$ cat src/rtl/scie_ram.sv
module scie_ram #(
  parameter int WIDTH = 8,
  parameter int DEPTH = 256
) (
  input  logic                     clk,
  input  logic                     we,
  input  logic [$clog2(DEPTH)-1:0] waddr,
  input  logic [WIDTH-1:0]         wdata,
  input  logic [$clog2(DEPTH)-1:0] raddr,
  output logic [WIDTH-1:0]         rdata
);

  logic [WIDTH-1:0] mem [DEPTH];

  // Write port and registered read port
  always_ff @(posedge clk) begin
    if (we) begin
      mem[waddr] <= wdata;
    end
    rdata <= mem[raddr];
  end

endmodule

$ cat config.mk
export PLATFORM = sky130hd
export DESIGN_NAME = scie_ram
export DESIGN_NICKNAME = d
export VERILOG_FILES = /design/src/rtl/scie_ram.sv
export SDC_FILE = /design/constraint.sdc
export NUM_CORES = 2
export LEC_CHECK = 0
export ABC_AREA = 1
export CAP_MARGIN = 0
export CORE_MARGIN = 2
export CORE_UTILIZATION = 35
export DETAILED_ROUTE_END_ITERATION = 10
export DONT_BUFFER_PORTS = 1
export PLACE_DENSITY = 0.55
export SETUP_SLACK_MARGIN = 0.15
export SLEW_MARGIN = 20
export SYNTH_ARGS = -nofsm -noshare
export SYNTH_HDL_FRONTEND = slang
export SYNTH_SLANG_ARGS = --single-unit
export TNS_END_PERCENT = 50
$ cat constraint.sdc
create_clock -name clk -period 4.3 [get_ports clk]
set_clock_uncertainty 0.1 [all_clocks]
set_input_delay 0 -clock clk [delete_from_list [all_inputs] [get_ports clk]]
set_output_delay 0 -clock clk [all_outputs]
set_load 0.03 [all_outputs]
==> metrics.txt <==
share of power burned in registers=0.528; TritonCTS sink count=2056; Setup Viol. Count Final=0; Placer Congestion=0.832; Rel. slew slack=0.218; Post-Layout Cell Count=10.2k; CP Data Required Time=4.99 ns; vias=55.1k; total power=41.9 mW; wire length on met3=19.4 mm; Slew @ Worst Pin=1.17 ns; clk_lat worst skew=0.86 ns; Reg2Reg Depth=14; Root Buffer=clkbuf_16; fillcell total=22.5k; hold slack=0.0644 ns; uppermost layer routed=met4; Syn Nets=7029; R2R Setup Slk=0.42 ns; Crit. End Element=register; Hold Path Stages=2; final worst-path cycle share=0.964; Max Slew Vio Count=0; final layout net count=6931; status=completed; Num CTS Buffers=199; Setup CP Type=input port to register; post-synthesis sequential area ratio=0.739; Max FO, Critical Path=86; P_sw=9.52 mW; Sequential Area=61700 sq um; Reg-to-Reg End=rdata[4]; Metal-1 WL=105 mm; Die Span Y=492 um; Gate power share=0.063; Worst path max stage delay=0.62 ns; first-pass GRT wire length=361 mm; metal2 WL=119 mm; die area=242000 sq um; Cells after DPL=9769; Port Buffers=0; Worst IR Drop VDD=408 uV; number of synthesized register bits=2056; CP Cell Sequence=buf_16 -> buf_16 -> buf_16 -> nand2_1 -> nand3_1 -> nand3_2 -> nand3_1 -> nand3_2 -> nand3_2 -> dlygate4sd3_1 -> nand3_1 -> dlygate4sd3_1 -> nand2_1 -> dlygate4sd3_1 -> nand2_1 -> nand2_1 -> dlygate4sd3_1; DP HPWL=121 mm; clock group share of total power=0.409; P_int=32.4 mW; Initial DRC Count=6314; CTS max path bufs=3; most frequent cells in the layout=nand2_1, edfxtp_1, nand3_1; commonest non-fill, non-tap cell in the layout=nand2_1; MaxCap Viol Count=0; Placeable Area=237000 sq um; worst hold start=wdata[6]; vias in the first global route=52.3k; synth unique cells=14; pin count of the biggest net entering global routing=1025; Yosys warning count=0; routed len/inst=24.9 um; switching share of total power=0.227; io pins=34; antenna violations before repair=7; Remaining Overflow, GRT=0; CTS tree=yes; Mapped Area=83400 sq um; crit start category=input port; Fmax=0.241 GHz; Worst path slowest cell=dlygate4sd3_1; Hold Fails Final Rpt=0; P&R area growth vs syn=12.6%; Pwr per Cell Area=447 nW/um^2; end of the worst hold path=mem[122][6]; H-tree Lvls=4; Reg clk slew, reported paths=0.06 ns; DRC=0; die width=492 um; first-pass detailed-route iteration total=7; Post-Route Setup TNS=0 ns; Cell Rows=179; CP Data Arrival Time=4.83 ns; Mapped Cells=7003; origin of the critical flop-to-flop path=mem[125][4]; drt via density=5.38; multi-input logic area=19200 sq um; share of layout cells above drive strength 1=0.0552; min Tclk post-route=4.14 ns; Post-Route WL=254 mm; RSZ-0062 raised after global routing=true; Hold WC Path Type=input port to register; Avg Inst Size Synth=11.9 sq um; static leakage=31.9 nW; Antenna Violating Nets Remaining=0; effective utilization at floorplan=0.351; Global Route Usage Sum=0.199
## worst max-delay path: cells and delay by family
family	cells	cell delay, ns
buffers and inverters	7	3.38
AND/OR/NAND/NOR	10	0.99
## layout make-up
| type | instances | area share |
|---|---|---|
| diodes | 4 | 0.000107 |
| clock buffers | 265 | 0.0582 |
| clock inverters | 92 | 0.00833 |
| inverters | 39 | 0.00213 |
| multi-input cells | 4425 | 0.204 |
| flip-flops and latches | 2056 | 0.657 |
| well taps | 3167 | 0.0422 |
| repair buffers | 183 | 0.0279 |
| repair inverters | 1 | 0.000120 |
## cell usage after synthesis
cell	instances	share of area
nand2_1	2123	0.096
edfxtp_1	2048	0.74
nand3_1	2019	0.12
nor2_1	283	0.013
buf_2	268	0.016
clkbuf_1	112	0.0050
buf_4	46	0.0041
buf_1	40	0.0018
inv_1	36	0.0016
buf_6	16	0.0022
dfxtp_1	8	0.0019
inv_2	2	0.000090
buf_8	1	0.00018
inv_4	1	0.000075
## per-layer routing
layer  GRT usage  up-vias
met1       0.271    27500
met2       0.318     2391
met4      0.0820        0
met3      0.0328      464
li1            -    24700
met5           0        -
## power groups by stage
stage / Sequential, mW / Clock [mW] / Combinational (mW)
CTS: 22.2 / 17.3 / 2.24
detailed placement: 22.6 / 0 / 1.70
global placement: 22.6 / 0 / 1.70
finish: 22.1 / 17.2 / 2.63
floorplan: 22.5 / 0 / 1.36
global route: 22.1 / 18.1 / 2.81
## cells by family after synthesis
logic type | synth area share
DFF | 0.739
and+or+nand+nor | 0.229
buffers and inverters | 0.0312
## state kept, by name (all words and copies together) (netlist names)
signal and count:
mem 2048, rdata 8
## timing repair
| item | CTS | global route |
|---|---|---|
| setup buffers | 0 | 0 |
| setup endpoints to repair | 0 | 7 |
| endpoints found under the hold margin | 2448 | 8 |
| gates resized for setup | 0 | 9 |
| hold buffers | 73 | 1 |
## through the flow
stage / setup slack [ns] / util / area (sq um)
3_3_place_gp: 0.984 / 0.362 / 85900
6_report: 0.156 / 0.395 / 93900
4_1_cts: 0.218 / 0.392 / 93100
2_1_floorplan: 2.71 / - / 83400
5_1_grt: 0.00889 / 0.395 / 93900
3_5_place_dp: 0.973 / 0.362 / 85900
## how the worst max path moves through the flow
stage                         from           to  slack (ns)  cells past startpoint
final                     raddr[0]     rdata[6]        0.16                     17
after CTS                 raddr[3]     rdata[4]        0.22                     13
after detailed placement  raddr[0]     rdata[3]        0.97                     13
after floorplan                 we  mem[162][0]        2.71                      4
after global routing      raddr[0]     rdata[4]       0.009                     18
after global placement    raddr[0]     rdata[3]        0.98                     13
(Power assumes the default switching activity.)
