$ cat src/rtl/scie_pkg.sv
package scie_pkg;

  // Opcodes, dense from zero
  localparam logic [5:0] OP_SYSCALL = 6'd0;
  localparam logic [5:0] OP_PUSHI   = 6'd1;
  localparam logic [5:0] OP_PUSH    = 6'd2;
  localparam logic [5:0] OP_POP     = 6'd3;
  localparam logic [5:0] OP_STOP    = 6'd4;
  localparam logic [5:0] OP_NOP     = 6'd5;
  localparam logic [5:0] OP_RRMOV   = 6'd6;
  localparam logic [5:0] OP_IRMOVQ  = 6'd7;
  localparam logic [5:0] OP_IRMOVD  = 6'd8;
  localparam logic [5:0] OP_IRMOVW  = 6'd9;
  localparam logic [5:0] OP_IRMOVB  = 6'd10;
  localparam logic [5:0] OP_RMMOVQ  = 6'd11;
  localparam logic [5:0] OP_RMMOVD  = 6'd12;
  localparam logic [5:0] OP_RMMOVW  = 6'd13;
  localparam logic [5:0] OP_RMMOVB  = 6'd14;
  localparam logic [5:0] OP_MRMOVQ  = 6'd15;
  localparam logic [5:0] OP_MRMOVD  = 6'd16;
  localparam logic [5:0] OP_MRMOVW  = 6'd17;
  localparam logic [5:0] OP_MRMOVB  = 6'd18;
  localparam logic [5:0] OP_ADD     = 6'd19;
  localparam logic [5:0] OP_SUB     = 6'd20;
  localparam logic [5:0] OP_MUL     = 6'd21;
  localparam logic [5:0] OP_DIV     = 6'd22;
  localparam logic [5:0] OP_AND     = 6'd23;
  localparam logic [5:0] OP_OR      = 6'd24;
  localparam logic [5:0] OP_NOT     = 6'd25;
  localparam logic [5:0] OP_XOR     = 6'd26;
  localparam logic [5:0] OP_SHL     = 6'd27;
  localparam logic [5:0] OP_SHR     = 6'd28;
  localparam logic [5:0] OP_INC     = 6'd29;
  localparam logic [5:0] OP_DEC     = 6'd30;
  localparam logic [5:0] OP_NEG     = 6'd31;
  localparam logic [5:0] OP_CMP     = 6'd32;
  localparam logic [5:0] OP_TEST    = 6'd33;
  localparam logic [5:0] OP_JMP     = 6'd34;
  localparam logic [5:0] OP_JL      = 6'd35;
  localparam logic [5:0] OP_JLE     = 6'd36;
  localparam logic [5:0] OP_JE      = 6'd37;
  localparam logic [5:0] OP_JNE     = 6'd38;
  localparam logic [5:0] OP_JG      = 6'd39;
  localparam logic [5:0] OP_JGE     = 6'd40;
  localparam logic [5:0] OP_CALL    = 6'd41;
  localparam logic [5:0] OP_RET     = 6'd42;

  // Run status codes
  localparam logic [2:0] ST_OK   = 3'd0;
  localparam logic [2:0] ST_HALT = 3'd1;
  localparam logic [2:0] ST_INS  = 3'd2;
  localparam logic [2:0] ST_ADR  = 3'd3;
  localparam logic [2:0] ST_OVF  = 3'd4;
  localparam logic [2:0] ST_UNF  = 3'd5;
  localparam logic [2:0] ST_DIV  = 3'd6;

  // Host requests
  localparam logic [1:0] REQ_NONE  = 2'd0;

  // Syscall types
  localparam logic [63:0] SYS_TEST       = 64'd0;
  localparam logic [63:0] SYS_PRINT_STR  = 64'd1;
  localparam logic [63:0] SYS_PRINT_QUAD = 64'd2;
  localparam logic [63:0] SYS_TIME       = 64'd3;

  // Configuration register indexes
  localparam logic CFG_STACK_TOP   = 1'b0;
  localparam logic CFG_STACK_LIMIT = 1'b1;

  typedef struct packed {
    logic [5:0]         mode;
    logic [7:0]         reg_byte;
    logic signed [63:0] imm;
    logic [62:0]        time_now;
  } instr_t;

  typedef struct packed {
    logic [15:0] next_pc;
    logic [2:0]  status;
    logic [1:0]  host_request;
    logic [15:0] host_addr;
  } result_t;

endpackage

$ cat src/rtl/scie_div.sv
module scie_div import scie_pkg::*; (
  input  logic        clk,
  input  logic        rst,
  input  logic        start,
  input  logic [63:0] dividend,
  input  logic [63:0] divisor,
  output logic        done,
  output logic [63:0] quot
);

  logic        busy;
  logic [5:0]  cnt;
  logic [63:0] rem;
  logic [63:0] quo;
  logic [63:0] dvs;
  logic        neg;
  logic [64:0] trial;

  // Trial subtract of the divisor from the shifted partial remainder
  assign trial = {rem, quo[63]} - {1'b0, dvs};
  assign quot  = neg ? (64'd0 - quo) : quo;

  // Restoring division on magnitudes, one quotient bit a cycle
  always_ff @(posedge clk) begin
    if (rst) begin
      busy <= 1'b0;
      done <= 1'b0;
    end else begin
      done <= 1'b0;
      if (start) begin
        busy <= 1'b1;
        cnt  <= '0;
        rem  <= '0;
        quo  <= dividend[63] ? (64'd0 - dividend) : dividend;
        dvs  <= divisor[63] ? (64'd0 - divisor) : divisor;
        neg  <= dividend[63] ^ divisor[63];
      end else if (busy) begin
        if (!trial[64]) begin
          rem <= trial[63:0];
          quo <= {quo[62:0], 1'b1};
        end else begin
          rem <= {rem[62:0], quo[63]};
          quo <= {quo[62:0], 1'b0};
        end
        cnt <= cnt + 6'd1;
        if (cnt == 6'd63) begin
          busy <= 1'b0;
          done <= 1'b1;
        end
      end
    end
  end

endmodule

$ cat config.mk
export PLATFORM = sky130hd
export DESIGN_NAME = scie_div
export DESIGN_NICKNAME = d
export VERILOG_FILES = /design/src/rtl/scie_pkg.sv /design/src/rtl/scie_div.sv
export SDC_FILE = /design/constraint.sdc
export NUM_CORES = 1
export LEC_CHECK = 0
export ABC_AREA = 1
export BUFFER_PORTS_ARGS = -buffer_cell sky130_fd_sc_hd__buf_2
export CORE_ASPECT_RATIO = 1.4
export CORE_MARGIN = 2
export CORE_UTILIZATION = 45
export CTS_CLUSTER_SIZE = 12
export DETAILED_ROUTE_END_ITERATION = 10
export PLACE_DENSITY = 0.75
export SKIP_CTS_REPAIR_TIMING = 1
export SYNTH_ARGS = -nofsm -noshare
export SYNTH_HDL_FRONTEND = slang
export SYNTH_SLANG_ARGS = --single-unit
$ cat constraint.sdc
create_clock -name clk -period 9.5 [get_ports clk]
set_clock_uncertainty 0.15 [all_clocks]
set_input_delay 1.425 -clock clk [delete_from_list [all_inputs] [get_ports clk]]
set_output_delay 1.425 -clock clk [all_outputs]
set_load 0.02 [all_outputs]
==> impl_metrics.yaml <==
hold_path:
  min_from: "busy"
  hold_depth: 2
  hold_class: "reg2reg"
  worstHoldEndpoint: "busy"
sta:
  max_freq_ghz: 0.206
  setup_slack_ns: 4.66
  relSlewSlack_pct: 31.2
  setup-violations-final: 0
  tightest_slew_ns: 1.03
  hold_viol_final: 0
  post-route-period-util_pct: 51.0
  slew_viol_final: 0
  fin_setup_tns_ns: 0
  min_period_ns: 4.84
  rsz0062_at_grt: "false"
synth:
  seq_area_frac_synth_pct: 29.6
  netlist_top_cells_area: "edfxtp_1 29%, nand2_1 20%, inv_1 10%"
  async_flop_share_pct: 0
  ys_seq_elements: 201
  yosys.area.top_type: "edfxtp_1"
  synth_edf_count: 199
  synth_compound_area_share_pct: 6.80
  syn_area_per_cell_sq_um: 6.23
  synth_xor_area_share_pct: 7.88
  synth_mux_area_share_pct: 0
  synth_top_family_by_area: "simple AND/OR/NAND/NOR gates"
  yosys_warnings: 0
  synth-simple-area-share_pct: 39.1
  synth_cells: 3264
  synth_cell_type_count: 50
  dominantRegCellSynth: "edfxtp_1"
  synth_fa_ha_area_share_pct: 4.28
  synth_nets: 3464
  syn-cell-area_sq_mm: 0.0203
  synth_top_area_share_pct: 29.4
cells_and_area:
  syn2layout_area_growth_pct: 10.5
  final_cell_mix: "1077 x nand2_1, 551 x inv_1, 472 x nor2_1"
  nNetsFinal: 3636
  final_common_cell: "nand2_1"
  seq_area_sq_mm: 0.00602
  nFillCells: 4701
  post_route_cells_drive_above_1_share_pct: 9.16
  postLayoutCoreUtil_pct: 50.1
  multi_input_area_sq_mm: 0.0118
cts:
  clk_latency_ns: 0.53
  cts_max_level: 1
  cts-root-buf: "clkbuf_16"
  cts_inserted_buffers: 23
  cts_buffer_depth: 3
  cts_tree: "built"
  cts.sinks: 201
  path_clk_slew_ns: 0.06
critical_path:
  r2r_start: "quo[63]"
  reg2regPathDepth: 19
  cp-start-kind: "flip-flop"
  regToRegSetupSlack_ns: 6.08
  cp_data_required_time_ns: 7.93
  critPathArrivalTime_ns: 3.27
  end_kind: "primary output"
  r2r-end: "rem[42]"
  setup.worst_path.class: "reg2out"
  worstPathMaxFanout: 53
routing:
  drc_errors: 0
  vias_per_cell: 5.21
  drtAntennaViolNets: 0
  detail_route.wirelength_um: 69400
  highest_layer: "met5"
  wl_met2_um: 34100
  drt-pass1-iter-count: 6
  num_vias: 20900
  wl_met3_um: 3760
  routedWlPerCell_um: 17.3
  drtIter0Drc: 1662
  m1WireLength_um: 25600
placed_design:
  pre_cts_ws_ns: 5.19
  port_buffers: 195
  dp_hpwl_um: 57300
  gp_congestion: 1.00
global_routing:
  grt_usage_pct: 29.4
  grt_start_max_net_pins: 88
  antenna_found_initial: 8
  grt_pass1_wl_um: 107000
  grt_pass1_vias: 20300
  overflow: 0
floorplanning:
  io_pins: 196
  chipWidth_um: 184
  die_area_sq_mm: 0.0470
  initial_utilization_pct: 45.3
  fp.dieH_um: 256
  rows: 92
  core_area_sq_mm: 0.0449
outcome:
  status: "completed"
power:
  peakVddDrop_mv: 0.121
  comb_power_share_pct: 39.8
  power.leakage_uw: 0.0113
  p_sw_share_pct: 40.5
  intPower_uw: 1930
  powerDensity_mw_per_mm2: 144
  power_frac_clock_pct: 25.0
  p_sw_uw: 1310
  seqPwrFrac_pct: 35.2
flow_run:
  cap_violations: 0
==> cell usage after synthesis, types with 6 or more instances <==
master and count:
o21bai_1 10, a31oi_1 6, inv_2 29, nand3_1 168, nand2_1 1077, nand2_2 9, inv_1 552, clkinv_1 6
nor3_1 40, nor2_2 10, nor4_1 19, ha_1 68, o31ai_1 8, o21ai_1 19, xor2_1 150, o21ai_0 111
buf_1 13, buf_6 10, xnor2_1 33, nand3b_1 21, clkbuf_1 31, nand4_1 60, a21oi_1 82, edfxtp_1 199
nor2_1 473, o211ai_1 8
==> power by group through the flow <==
stage	Clock, uW	Sequential (uW)	Combinational [uW]
floorplan	0	1140	910
global placement	0	1150	1260
detailed placement	0	1150	1270
CTS	817	1140	1270
global route	850	1150	1430
finish	810	1140	1290
==> per-stage QoR <==
step	power, uW	instance area, sq um	hold slack (ns)	std cells
detailed placement	2420	21800	0.337	3975
floorplan	2050	20400	0.294	3264
CTS	3230	22500	0.356	4013
global route	3430	22500	0.408	4013
global placement	2410	21800	0.313	3975
finish	3240	22500	0.361	4015
==> kinds of logic (layout without fill, tap and decap cells) <==
group | Yosys count | count (layout)
AO/OA/AOI/OAI | 254 | 254
other | 0 | 2
buffers and inverters | 646 | 831
flip-flops | 201 | 201
adder cells (fa/ha/maj) | 69 | 69
XOR/XNOR | 183 | 183
AND/OR/NAND/NOR | 1911 | 1911
==> worst max path at each step <==
| stage | startpoint | endpoint | slack [ns] |
|---|---|---|---|
| after global routing | neg | quot[59] | 4.45 |
| after CTS | neg | quot[59] | 4.61 |
| after global placement | neg | quot[59] | 5.20 |
| after detailed placement | start | quo[10] | 5.19 |
| after floorplan | start | cnt[0] | 2.60 |
| final | neg | quot[59] | 4.66 |
==> per-layer routing <==
layer / GRT usage (%) / vias to the layer above
li1: - / 10500
met5: 0 / -
met4: 21.2 / 14
met3: 3.67 / 260
met1: 32.0 / 9365
met2: 52.1 / 726
==> worst max-delay path, cell delays in order (launching register included) <==
cell and delay (ns):
edfxtp_1 0.35, buf_4 0.30, inv_1 0.64, o21ai_1 0.25, inv_2 0.08, o21ai_1 0.15
nor2_1 0.33, o21ai_1 0.18, nand3b_1 0.21, nand2_1 0.08, buf_2 0.17
==> state kept, by name, summed over array words and instances (netlist names) <==
signal	cells
neg	1
quo	64
rem	64
busy	1
cnt	6
done	1
dvs	64
==> final cells by class <==
type,instances,share of cell area [%]
sequential,201,26.8
multi-input combinational,2417,52.7
clock buffer,29,2.66
inverter,587,9.81
clock inverter,9,0.234
antenna,2,0.0223
tap,564,3.14
timing repair buffer,206,4.71
Note: power is estimated with default switching activity, not from simulation.
